<file path="config.mk">
export PLATFORM = sky130hd
export DESIGN_NAME = bfvdsr_premod
export DESIGN_NICKNAME = d
export VERILOG_FILES = /design/src/sv/bfvdsr_premod.sv
export SDC_FILE = /design/constraint.sdc
export NUM_CORES = 1
export LEC_CHECK = 0
export ABC_AREA = 1
export CAP_MARGIN = 20
export CELL_PAD_IN_SITES_DETAIL_PLACEMENT = 0
export CELL_PAD_IN_SITES_GLOBAL_PLACEMENT = 1
export CORE_MARGIN = 1
export CORE_UTILIZATION = 44
export DETAILED_ROUTE_END_ITERATION = 7
export DONT_BUFFER_PORTS = 1
export PLACE_DENSITY = 0.87
export SLEW_MARGIN = 20
export SYNTH_ARGS = -nofsm -noshare
export SYNTH_HDL_FRONTEND = slang
export SYNTH_SLANG_ARGS = --single-unit
export TNS_END_PERCENT = 10
</file>
<file path="constraint.sdc">
create_clock -name i_clk -period 2.9 [get_ports i_clk]
set_clock_uncertainty 0.05 [all_clocks]
set_input_delay 0.58 -clock i_clk [delete_from_list [all_inputs] [get_ports i_clk]]
set_output_delay 0.58 -clock i_clk [all_outputs]
set_load 0.005 [all_outputs]
</file>
<file path="src/sv/bfvdsr_premod.sv">
`timescale 1ns / 1ps

// Seed (2^STEPS - 1) mod t, the quotient prefix when q is zero.
// One doubling step per cycle; busy until done.
module bfvdsr_premod #(
    parameter int PB    = 32,
    parameter int STEPS = 31
) (
    input  logic          i_clk,
    input  logic          i_rst_n,
    input  logic          i_load,
    input  logic [PB-1:0] i_t,
    output logic [PB-1:0] o_pre,
    output logic          o_busy
);

    localparam int CNT_W = $clog2(STEPS + 1);

    logic [CNT_W-1:0] r_cnt;
    logic [PB-1:0]    r_acc;
    logic [PB:0]      x;
    logic [PB:0]      t_ext;
    logic [PB:0]      x_sub;
    logic [PB-1:0]    n_acc;

    always_comb begin
        x     = {r_acc, 1'b1};
        t_ext = {1'b0, i_t};
        x_sub = x - t_ext;
        n_acc = (x >= t_ext) ? x_sub[PB-1:0] : x[PB-1:0];
    end

    always_ff @(posedge i_clk) begin
        if (!i_rst_n || i_load) begin
            r_cnt <= CNT_W'(STEPS);
            r_acc <= '0;
        end else if (r_cnt != '0) begin
            r_cnt <= r_cnt - 1'b1;
            r_acc <= n_acc;
        end
    end

    assign o_pre  = r_acc;
    assign o_busy = (r_cnt != '0);

endmodule

</file>
* Yosys cells after proc, flatten, opt, wreduce, memory -nomap -nowiden *
Index checks and enable logic that the tools add are counted.

word-level totals
  flip-flop bits (word level) = 37
  bits in latches = 0
  RAM bits = 0
  bits in read-only memories = 0
  word-level logic and storage cells = 9
  memories = 0

cells by class
  $add $sub $neg = 2
  $mul = 0
  divide/modulo/power cells = 0
  magnitude comparators = 1
  equal/unequal tests = 0
  shift-type cells = 0
  mux-type cells = 1
  bitwise gates (word level) = 0
  reduce and logical (&&, ||, !) cells = 3

operators by type and width
  kind                                               number
  >= comparator 33 x 32 -> 1 bit                     1
  two-way mux 32 bit                                 1
  subtractor 32 bit                                  1
  nonzero test 5 bit                                 1
  subtractor 5 x 1 -> 5 bit (second input constant)  1
  logical NOT 1 bit                                  1
  logical OR 1 bit                                   1

* Depth between registers and ports, before layout *
  depth in word-level cells = 2
  depth in mapped cells = 17

* Least setup slack after synthesis *
No wires, ideal clock.

  path type = in2reg
  from = in i_t[1]
  to = reg r_acc[23] (netlist: o_pre[23])
  arrival = 2.165 ns
  required time = 2.728 ns
  slack = 0.563 ns
  cell stages on the path = 15
  buffers on the path = 1
  cell sequence = ha_1 -> fa_1 -> inv_1 -> nand2_1 -> nand2_2 -> nand2_1 -> nand2_2 -> nand2_2 -> nand2_1 -> nand2_4 -> buf_4 -> nand3_1 -> nand2_1 -> inv_1 -> a21oi_2

on the way
  longest elaborated chain between the ends = 2
  elaborated cells on any way between the ends = 3
  classes of those cells = add/sub: 1; order compare: 1; mux: 1

ends and longest elaborated chain
  item                                                                 line    source
  start, declared                                                      12      input logic [PB-1:0] i_t,
  subtractor 32 bit or >= comparator 33 x 32 -> 1 bit (tied branches)  29, 30
  two-way mux 32 bit (*)                                               30      n_acc = (x >= t_ext) ? x_sub[PB-1:0] : x[PB-1:0];
  end signal, assigned                                                 39      r_acc <= n_acc;
  end, declared                                                        20      logic [PB-1:0] r_acc;

Mark *: on every way between the ends. The rest lies on a longest branch, timed or not.
A chain may end at the register's enable or synchronous reset.

* Worst setup path in the final report *
  from = reg r_acc[0] (netlist: o_pre[0])
  to = reg r_acc[25] (netlist: o_pre[25])

on the way
  longest elaborated chain between the ends = 2
  elaborated cells on any way between the ends = 3
  classes of those cells = add/sub: 1; order compare: 1; mux: 1

ends and longest elaborated chain
  item                                                                 line
  subtractor 32 bit or >= comparator 33 x 32 -> 1 bit (tied branches)  29, 30
  two-way mux 32 bit (*)                                               30

Marks and branches as above.

==> impl_results.md <==
* Status: completed
* Mapped Avg Cell Area at ~5.7 sq um
* Row Count at 37
* Die Footprint at 0.0109 sq mm
* Clk_lat worst skew at around 310 ps
* Power Dens Cells at between 200 and 250 mW/mm^2
* Routed WL at 12.4 mm
* Clock sinks at 37
* Clock Root Buffer: clkbuf_8
* Max incr delay on CP at between 400 and 500 ps
* Number of unique standard cell types used by synthesis at 35
* Worst min-delay path class: primary input to flip-flop
* Layout area overhead at 3.82%
* Synth area leaders: nand2_1 (22%), dfxtp_1 (16%), inv_1 (15%)
* Largest area contributor in the netlist: nand2_1
* Yosys top cell area share at 0.223
* Max IR drop VDD at approximately 0.17 mV
* Initial antenna violation count at 0
* I/O pin total at about 70
* Crit path kind: flip-flop to flip-flop
* Busiest layer in global routing: met2
* Post-DP HPWL at approximately 9.9 mm
* Setup violators final at 0
* Via count of the first global-routing pass at between 4000 and 5000
* CP Data Required Time at around 3100 ps
* Fmax at approximately 390 MHz
* Final min period at about 2600 ps
* Pre-Repair DR Iteration Count at 5
* Chip height at around 100 um
* Worst-path clk slew at roughly 80 ps
* Leading cell types in the layout, fill and taps excluded: nand2_1 (275), inv_1 (185), nand3_1 (70)
* Synth warn at 0
* Final Hold Fails at 0
* Via density at ~5
* CTS Hold Bufs at 0
* Crit. End Element: flip-flop
* Tot GR Track Use at 0.233
* TritonCTS clock tree: yes
* Commonest non-fill, non-tap cell in the layout: nand2_1
* Met3 usage at 0.0332
* Clk buf depth at 2
* Antenna diodes at 0
* Vias after detailed routing at between 4000 and 5000
* Crit path max-delay family: simple AND/OR/NAND/NOR gates
* GR Util met2 at 0.405
* FF+latch count, synth at 37
* PortBufs at 0
* Largest net degree at the start of global routing at 39
* Final worst slack at between 300 and 400 ps
* Place WS at around 200 ps
* Post-DRT Antenna Nets at 0
* Max-cap violations at 0
* Layout Utilization at 0.469
* Slew @ Worst Pin at 591 ps
* Tcrit/Tclk final at 0.894
* Wirelength per Cell at approximately 13 um
* Placer Congestion at roughly 0.96
* Leakage at ~2.8 nW
* Residual DRC at 0
* First-pass GRT wire length at about 21 mm
* Post-CTS Setup Inserts at 0
* Nature of the critical path startpoint: flip-flop
* Buf/Inv on CP at 2
* Met1 Track Usage GR at 0.293
* Synth Cell Area at roughly 0.0046 sq mm
* # nets final at ~880
* Sequential share of the synthesized area at 0.160
* Crit-path max FO at 32
* Slew HR at 0.606
* Core ar. at 0.0102 sq mm
* Slew Viols, Final at 0
* H-tree depth at 2
* Cell count after synthesis at 816
* CTS Buf Count at 5
* Setup TNS Final at 0 ps
* Initial core utilization at 0.452
* 1st-iter DRT viols at ~190
* Crit-path cells: inv_1 > ha_1 > fa_1 > inv_1 > nand2_1 > nand2_2 > nand2_1 > nand2_2 > nand2_2 > nand2_1 > nand2_4 > nand2_8 > nand3_2 > a21oi_2
* Layout cells sized above 1 at 0.0938
* Syn Nets at around 900
* Fillers at ~1100
* Worst endpoint data arrival time at approximately 2800 ps
* Crit path max-delay cell type: dfxtp_1
* Power, Total at 1.11 mW
* Post-CTS Resized at 0
* Die Wd at around 100 um
* Grt ovf at 0
* Unrepaired setup endpoints after global routing: no
flip-flops by register name, indices dropped and copies added (netlist names):
signal  cells
o_pre      32
r_cnt       5
worst paths after layout:
path                                from        end  slack [ps]  cells after the start
worst min register to register  r_cnt[4]   r_cnt[4]         400                      2
worst min-delay path              i_t[0]   o_pre[0]         320                      1
worst max register to register  o_pre[0]  o_pre[25]         310                     14
worst max-delay path            o_pre[0]  o_pre[25]         310                     14
Yosys cell counts:
library cell / count
ha_1: 32
nand3_1: 70
inv_1: 186
buf_2: 2
nand3b_1: 4
nand2_8: 1
nand2_2: 13
nand3_2: 12
nor3_2: 1
nor2_1: 39
xnor2_1: 2
nor2_4: 7
dfxtp_1: 37
a31oi_1: 1
o21ai_0: 34
nand2_4: 2
nand3b_2: 1
buf_1: 1
a21oi_2: 16
fa_1: 1
o211ai_1: 1
a21o_1: 1
buf_6: 4
buf_4: 3
nand4_1: 6
and2_1: 4
xor2_1: 13
nand2_1: 275
nor3_1: 3
a21oi_1: 27
nor2_2: 1
clkbuf_1: 7
inv_2: 6
buf_12: 2
or2_2: 1
where the power goes:
| group | switching, mW | internal, mW | leakage (nW) |
|---|---|---|---|
| Sequential | 0.00309 | 0.510 | 0.299 |
| Clock | 0.214 | 0.215 | 0.0542 |
| Combinational | 0.114 | 0.0559 | 2.47 |
kinds of logic (layout without fill, tap and decap cells):
| family | Yosys count | count (layout) | synth area share |
|---|---|---|---|
| DFF | 37 | 37 | 0.160 |
| and+or+nand+nor | 440 | 440 | 0.431 |
| AOI/OAI and AO/OA | 80 | 80 | 0.101 |
| adders and majority gates | 33 | 33 | 0.0910 |
| xor gates and xnor gates | 15 | 15 | 0.0284 |
| buffers and inverters | 211 | 205 | 0.188 |
stage by stage:
step,hold WS (ps),cell area (sq um),std cells
6_report,324,4800,946
5_1_grt,317,4800,946
4_1_cts,316,4800,946
3_5_place_dp,390,4700,938
3_3_place_gp,380,4700,938
2_1_floorplan,370,4620,816
cell type report:
cell class                 instances  area, sq um  area share
multi-input combinational        568         3010       0.628
inverter                         192          721       0.150
clock buffer                       7         96.3      0.0201
tap                              136          170      0.0355
clock inverter                     1         5.00     0.00104
timing repair buffer               5         50.0      0.0104
sequential                        37          741       0.154
per-layer routing:
layer  part of all wire  routed length, um
met5                  0                  0
met4              0.021                256
met1               0.46               5660
met2               0.48               5910
met3              0.045                561
(Power assumes the default switching activity.)
