File: config.mk
export PLATFORM = sky130hd
export DESIGN_NAME = bfvdsr_cell
export DESIGN_NICKNAME = d
export VERILOG_FILES = /design/src/sv/bfvdsr_cell.sv
export SDC_FILE = /design/constraint.sdc
export NUM_CORES = 1
export LEC_CHECK = 0
export BUFFER_PORTS_ARGS = -buffer_cell sky130_fd_sc_hd__buf_2
export CAP_MARGIN = 20
export CORE_UTILIZATION = 30
export CTS_CLUSTER_SIZE = 16
export DETAILED_ROUTE_END_ITERATION = 10
export PLACE_DENSITY = 0.61
export SLEW_MARGIN = 15
export SYNTH_ARGS = -nofsm -noshare
export SYNTH_HDL_FRONTEND = slang
export SYNTH_SLANG_ARGS = --single-unit
File: constraint.sdc
create_clock -name i_clk -period 12.15 [get_ports i_clk]
set_clock_uncertainty 0.1 [all_clocks]
set_input_delay 1.215 -clock i_clk [delete_from_list [all_inputs] [get_ports i_clk]]
set_output_delay 1.215 -clock i_clk [all_outputs]
set_load 0.01 [all_outputs]
File: src/sv/bfvdsr_cell.sv
`timescale 1ns / 1ps

// One restoring-division step plus one step of the running mod-t reduction.
module bfvdsr_cell #(
    parameter int CB = 64,
    parameter int PB = 32
) (
    input  logic             i_clk,
    input  logic             i_rst_n,
    input  logic [CB-1:0]    i_q,
    input  logic [PB-1:0]    i_t,
    input  logic             i_valid,
    input  logic [CB-1:0]    i_rem,
    input  logic [CB+PB:0]   i_num,
    input  logic [PB-1:0]    i_acc,
    input  logic             i_last,
    output logic             o_valid,
    output logic [CB-1:0]    o_rem,
    output logic [CB+PB:0]   o_num,
    output logic [PB-1:0]    o_acc,
    output logic             o_last
);

    localparam int NB = CB + PB + 1;

    logic [CB:0]   s;
    logic [CB:0]   q_ext;
    logic [CB:0]   s_sub;
    logic          qb;
    logic [PB:0]   x;
    logic [PB:0]   t_ext;
    logic [PB:0]   x_sub;
    logic [CB-1:0] n_rem;
    logic [PB-1:0] n_acc;
    logic [NB-1:0] n_num;

    logic          r_valid;
    logic [CB-1:0] r_rem;
    logic [NB-1:0] r_num;
    logic [PB-1:0] r_acc;
    logic          r_last;

    always_comb begin
        s     = {i_rem, i_num[NB-1]};
        q_ext = {1'b0, i_q};
        s_sub = s - q_ext;
        qb    = (s >= q_ext);
        n_rem = qb ? s_sub[CB-1:0] : s[CB-1:0];
        x     = {i_acc, qb};
        t_ext = {1'b0, i_t};
        x_sub = x - t_ext;
        n_acc = (x >= t_ext) ? x_sub[PB-1:0] : x[PB-1:0];
        n_num = {i_num[NB-2:0], 1'b0};
    end

    always_ff @(posedge i_clk) begin
        if (!i_rst_n) begin
            r_valid <= 1'b0;
        end else begin
            r_valid <= i_valid;
        end
    end

    always_ff @(posedge i_clk) begin
        r_rem  <= n_rem;
        r_num  <= n_num;
        r_acc  <= n_acc;
        r_last <= i_last;
    end

    assign o_valid = r_valid;
    assign o_rem   = r_rem;
    assign o_num   = r_num;
    assign o_acc   = r_acc;
    assign o_last  = r_last;

endmodule

Yosys cells after proc, flatten, opt, wreduce, memory -nomap -nowiden
Cells that the tools add are included.

word-level totals
  register bits after elaboration = 194
  bits of input ports = 293
  output and inout port bits = 195
  logic and storage cells = 11

operators by class
  $add $sub $neg = 2
  $lt $le $gt $ge = 2
  mux-type cells = 2

operator list
  cell                                          count
  greater-or-equal comparator 65 x 64 -> 1 bit  1
  2-to-1 mux 64 bit                             1
  subtractor 64 bit                             1
  greater-or-equal comparator 33 x 32 -> 1 bit  1
  2-to-1 mux 32 bit                             1
  subtractor 32 bit                             1

Logic depth before layout (Yosys ltp)
  depth in word-level cells = 3
  mapped depth = 24
  gate-level depth less buffers = 22

Worst setup path before layout
OpenSTA, ideal clock, no wires.

  path type = input-to-reg
  start point = in i_q[58]
  end point = reg r_acc[30] (netlist: o_acc[30])
  library setup time = 0.121 ns
  data arrival time = 5.928 ns
  data required time = 11.929 ns
  setup slack = 6.001 ns
  cell stages on the path = 23
  buffers on the path = 1
  path through = inv_1 -> ha_1 -> a21oi_1 -> o21ai_1 -> a211oi_1 -> nor2_1 -> or4_4 -> a31oi_4 -> nor2_4 -> inv_2 -> buf_2 -> ha_1 -> inv_1 -> fa_1 -> a211oi_2 -> o21ai_2 -> a2111oi_4 -> o31ai_2 -> a221o_1 -> a31oi_1 -> o211ai_1 -> xor2_1 -> mux2_2

between the ends
  word-level cells in the longest chain between the ends = 3
  elaborated cells between the ends (all ways) = 4
  those cells by class = add/sub (1); order compare (2); mux (1)

ends and longest elaborated chain
  what                                                                                      RTL line  text
  from (decl)                                                                               10        input logic [CB-1:0] i_q,
  greater-or-equal comparator 65 x 64 -> 1 bit (*)                                          47        qb = (s >= q_ext);
  subtractor 32 bit / greater-or-equal comparator 33 x 32 -> 1 bit (equally long branches)  51, 52
  2-to-1 mux 32 bit (*)                                                                     52        n_acc = (x >= t_ext) ? x_sub[PB-1:0] : x[PB-1:0];
  named net n_acc[30]                                                                       34        logic [PB-1:0] n_acc;
  to (signal assigned)                                                                      67        r_acc <= n_acc;
  to (decl)                                                                                 40        logic [PB-1:0] r_acc;

Mark *: on every way through the listed nets, which the timed path passes. The rest lies on a longest branch.
A chain may end at the register's enable or synchronous reset.

Worst setup path after layout
  start point = in i_q[14]
  end point = reg r_acc[30] (netlist: o_acc[30])

The elaborated chain is that of the path after synthesis.

==> impl_results.md <==
- CTS Buf Count: 17
- Hold_sp: i_num[89]
- Tot GR Track Use: 0.2285
- Startpoint types: primary input
- Final setup viols: 0
- Nets: 2,112
- Iter 0 DRT Violations: 547
- Post-Synth XOR/XNOR Area: 0.06724
- Initial Util: 0.3047
- Syn Nets: 1,649
- Max-slew violations: 0
- Number of synthesized flops with an enable pin: 0
- Num Clock Sinks: 194
- Cts repair resizes: 0
- Synth Warn #: 0
- Final min period: 6.662 ns
- P&R area growth vs syn: 32.22%
- Setup Buffers After CTS: 0
- GRT met3 Usage: 0.08259
- Antenna-violating nets left: 0
- Synth Area in Adders: 0.1148
- CP Data Required Time: 12.40 ns
- Gpl congestion: 0.9236
- Area of the die: 36,800 sq um
- Root Driver: clkbuf_16
- Hold Path Class: in -> reg
- H-tree levels: 4
- Core area: 35,480 sq um
- CTS tree: yes
- GRT met2 Usage: 0.3834
- Synth Area in Compound Gates: 0.2297
- Worst Path Arrival: 6.91 ns
- Via density: 4.954
- Crit path max fanout: 33
- Total grt overflow: 0
- Initial antenna violation count: 28
- IO Pins: 488
- Fraction of layout cells with a size suffix above 1: 0.3310
- DR pass1 iterations: 5
- Number of global-route vias before repair: 10,411
- Simple-Gate Fraction of Synth Area: 0.1256
- Maximum capacitance violations: 0
- WS Path Type: in -> reg
- Mapped Area: 10,810 sq um
- Count of cell types in the netlist: 72
- Hold Path End: o_num[90]
- WL final: 43.16 mm
- Mux contribution to synthesized area: 0.04236
- Hold path depth: 1
- Die Wd: 191.8 um
- Final hold vios: 0
- Via count: 10,899
- Number of synthesized register bits: 194
- Port bufs: 486
- DR WL/cell: 19.62 um
- Fin crit share: 0.5483
- Rows: 69
- Reg clk slew, reported paths: 0.09 ns
- Maximum clock frequency: 150.1 MHz
- Residual DRC: 0
- Max clock buf depth: 2
- Met1 usage: 0.2659
- Estimated wirelength of the detail-placed design: 36.29 mm
- Syn Inst Count: 1,258
- Outcome: completed
- Setup TNS: 0 ns
- Worst-Margin Slew: 0.9802 ns
- Final Non-Filler Cells: 2,200
- Largest net degree at the start of global routing: 78
- Leak Pwr: 7.102 nW
- Global-route wire length before repair: 62.06 mm
- Die Y: 191.8 um
- Synth Flop Type: dfxtp_1
- Worst Setup End Kind: flop
- Hold buffers post-CTS: 0
- Largest family of logic cells by synthesized area: compound AO/OA/AOI/OAI gates
- Asr flop ratio synth: 0
- Max_slew headroom: 0.3465
- Avg Cell Area, Syn: 8.594 sq um
- Pwr/cell area: 140.3 nW/um^2
- GRT busiest layer: met2
- RSZ-0062 raised after global routing: false
- Seq/Total Area, Yosys: 0.3592
- VDD IR max: 112.9 uV
- Dpl cells: 2,163
registers in the layout (all words and copies together), names as in the netlist:
signal   cells
o_acc       32
o_valid      1
o_num       96
o_rem       64
o_last       1
cell usage after synthesis, types with 23 or more instances:
cell type | number | area, sq um
a21o_1 | 39 | 292.8
a21oi_1 | 158 | 790.8
clkbuf_1 | 24 | 90.09
dfxtp_1 | 194 | 3884
ha_1 | 96 | 1201
inv_1 | 120 | 450.4
mux2_2 | 34 | 382.9
nand2_1 | 69 | 259.0
nand3_1 | 25 | 125.1
nand4_1 | 25 | 156.4
nor2_1 | 94 | 352.8
o21ai_0 | 56 | 280.3
o21bai_1 | 23 | 172.7
xnor2_1 | 48 | 420.4
xor2_1 | 35 | 306.5
final cells by class:
cell class / count / area (sq um)
fillers: 3603 / 21190
flip-flops and latches: 194 / 3884
repair buffers: 488 / 2447
diodes: 5 / 12.51
clock buffers: 17 / 425.4
inverters: 121 / 454.2
well taps: 461 / 576.8
multi-input cells: 899 / 6271
clock inverters: 15 / 224.0
metrics by stage:
stage | hold WS, ns | setup slack [ns] | utilization | instance area, sq um | total power (W)
after floorplan | 1.143 | 6.001 | - | 10810 | 0.001151
after global placement | 1.218 | 5.114 | 0.3842 | 13630 | 0.001403
after detailed placement | 1.219 | 5.087 | 0.3842 | 13630 | 0.001401
after CTS | 0.7152 | 5.536 | 0.4025 | 14280 | 0.002034
after global routing | 0.7151 | 5.055 | 0.4027 | 14290 | 0.002124
final | 0.7433 | 5.488 | 0.4029 | 14300 | 0.002005
worst max-delay path, stage by stage:
cell and delay, ns:
buf_2 0.08, inv_1 0.03, ha_1 0.44, a211oi_1 0.39, o21ai_0 0.21, a22oi_1 0.28, and3b_1 0.23, a21o_1 0.29
a31oi_4 0.24, nor2_4 0.18, inv_2 0.30, ha_1 0.22, inv_1 0.05, fa_1 0.44, a211oi_2 0.27, o21ai_2 0.14
a2111oi_4 0.43, o31ai_2 0.19, a221o_1 0.40, a31oi_1 0.31, o211ai_1 0.14, xor2_1 0.15, mux2_2 0.26
worst max-delay path by stage:
stage / depth (start not counted) / slack (ns) / startpoint / endpoint
after floorplan: 23 / 6.00 / i_q[58] / o_acc[30]
after CTS: 23 / 5.54 / i_q[14] / o_acc[30]
after detailed placement: 23 / 5.09 / i_q[14] / o_acc[30]
after global placement: 23 / 5.11 / i_q[39] / o_acc[30]
after global routing: 22 / 5.05 / i_q[20] / o_acc[25]
final: 23 / 5.49 / i_q[14] / o_acc[30]
power breakdown:
group	total (W)	internal [W]	switching, W
sequential	0.000755	0.000727	0.0000278
clock	0.000617	0.000289	0.000328
combinational	0.000633	0.000269	0.000364
placed cells by master, fill, tap and decap left out, drive strengths merged, types with 5 or more instances in the layout:
cell type  netlist  routed
nand3           25      25
mux2            38      38
nor2            95      95
o21ai           66      66
o21bai          23      23
a31oi           14      14
nand2           69      69
a211oi          11      11
o211ai          12      12
nand4           25      25
nand2b           7       7
xnor2           48      48
ha              96      96
clkinv           0       8
diode            0       5
a21oi          158     158
and2            10      10
inv            121     127
o31ai           11      11
buf             20     488
nor2b            9       9
and3             6       6
o21a            13      13
clkbuf          24      17
xor2            35      35
nor3            16      16
dfxtp          194     194
a21o            39      39
logic make-up after synthesis:
family | after synthesis
simple gates | 285
other cells | 1
compound gates | 391
mux | 41
fa+ha+maj | 98
xor+xnor | 83
flops | 194
buf+inv | 165
per-layer routing:
layer,vias to the layer above,share of wire,routed length (um)
li1,5377,-,-
met1,4933,0.40,17110
met2,453,0.47,20410
met3,98,0.095,4099
met4,38,0.030,1291
met5,-,0.0058,250
Note: power is estimated with default switching activity, not from simulation.
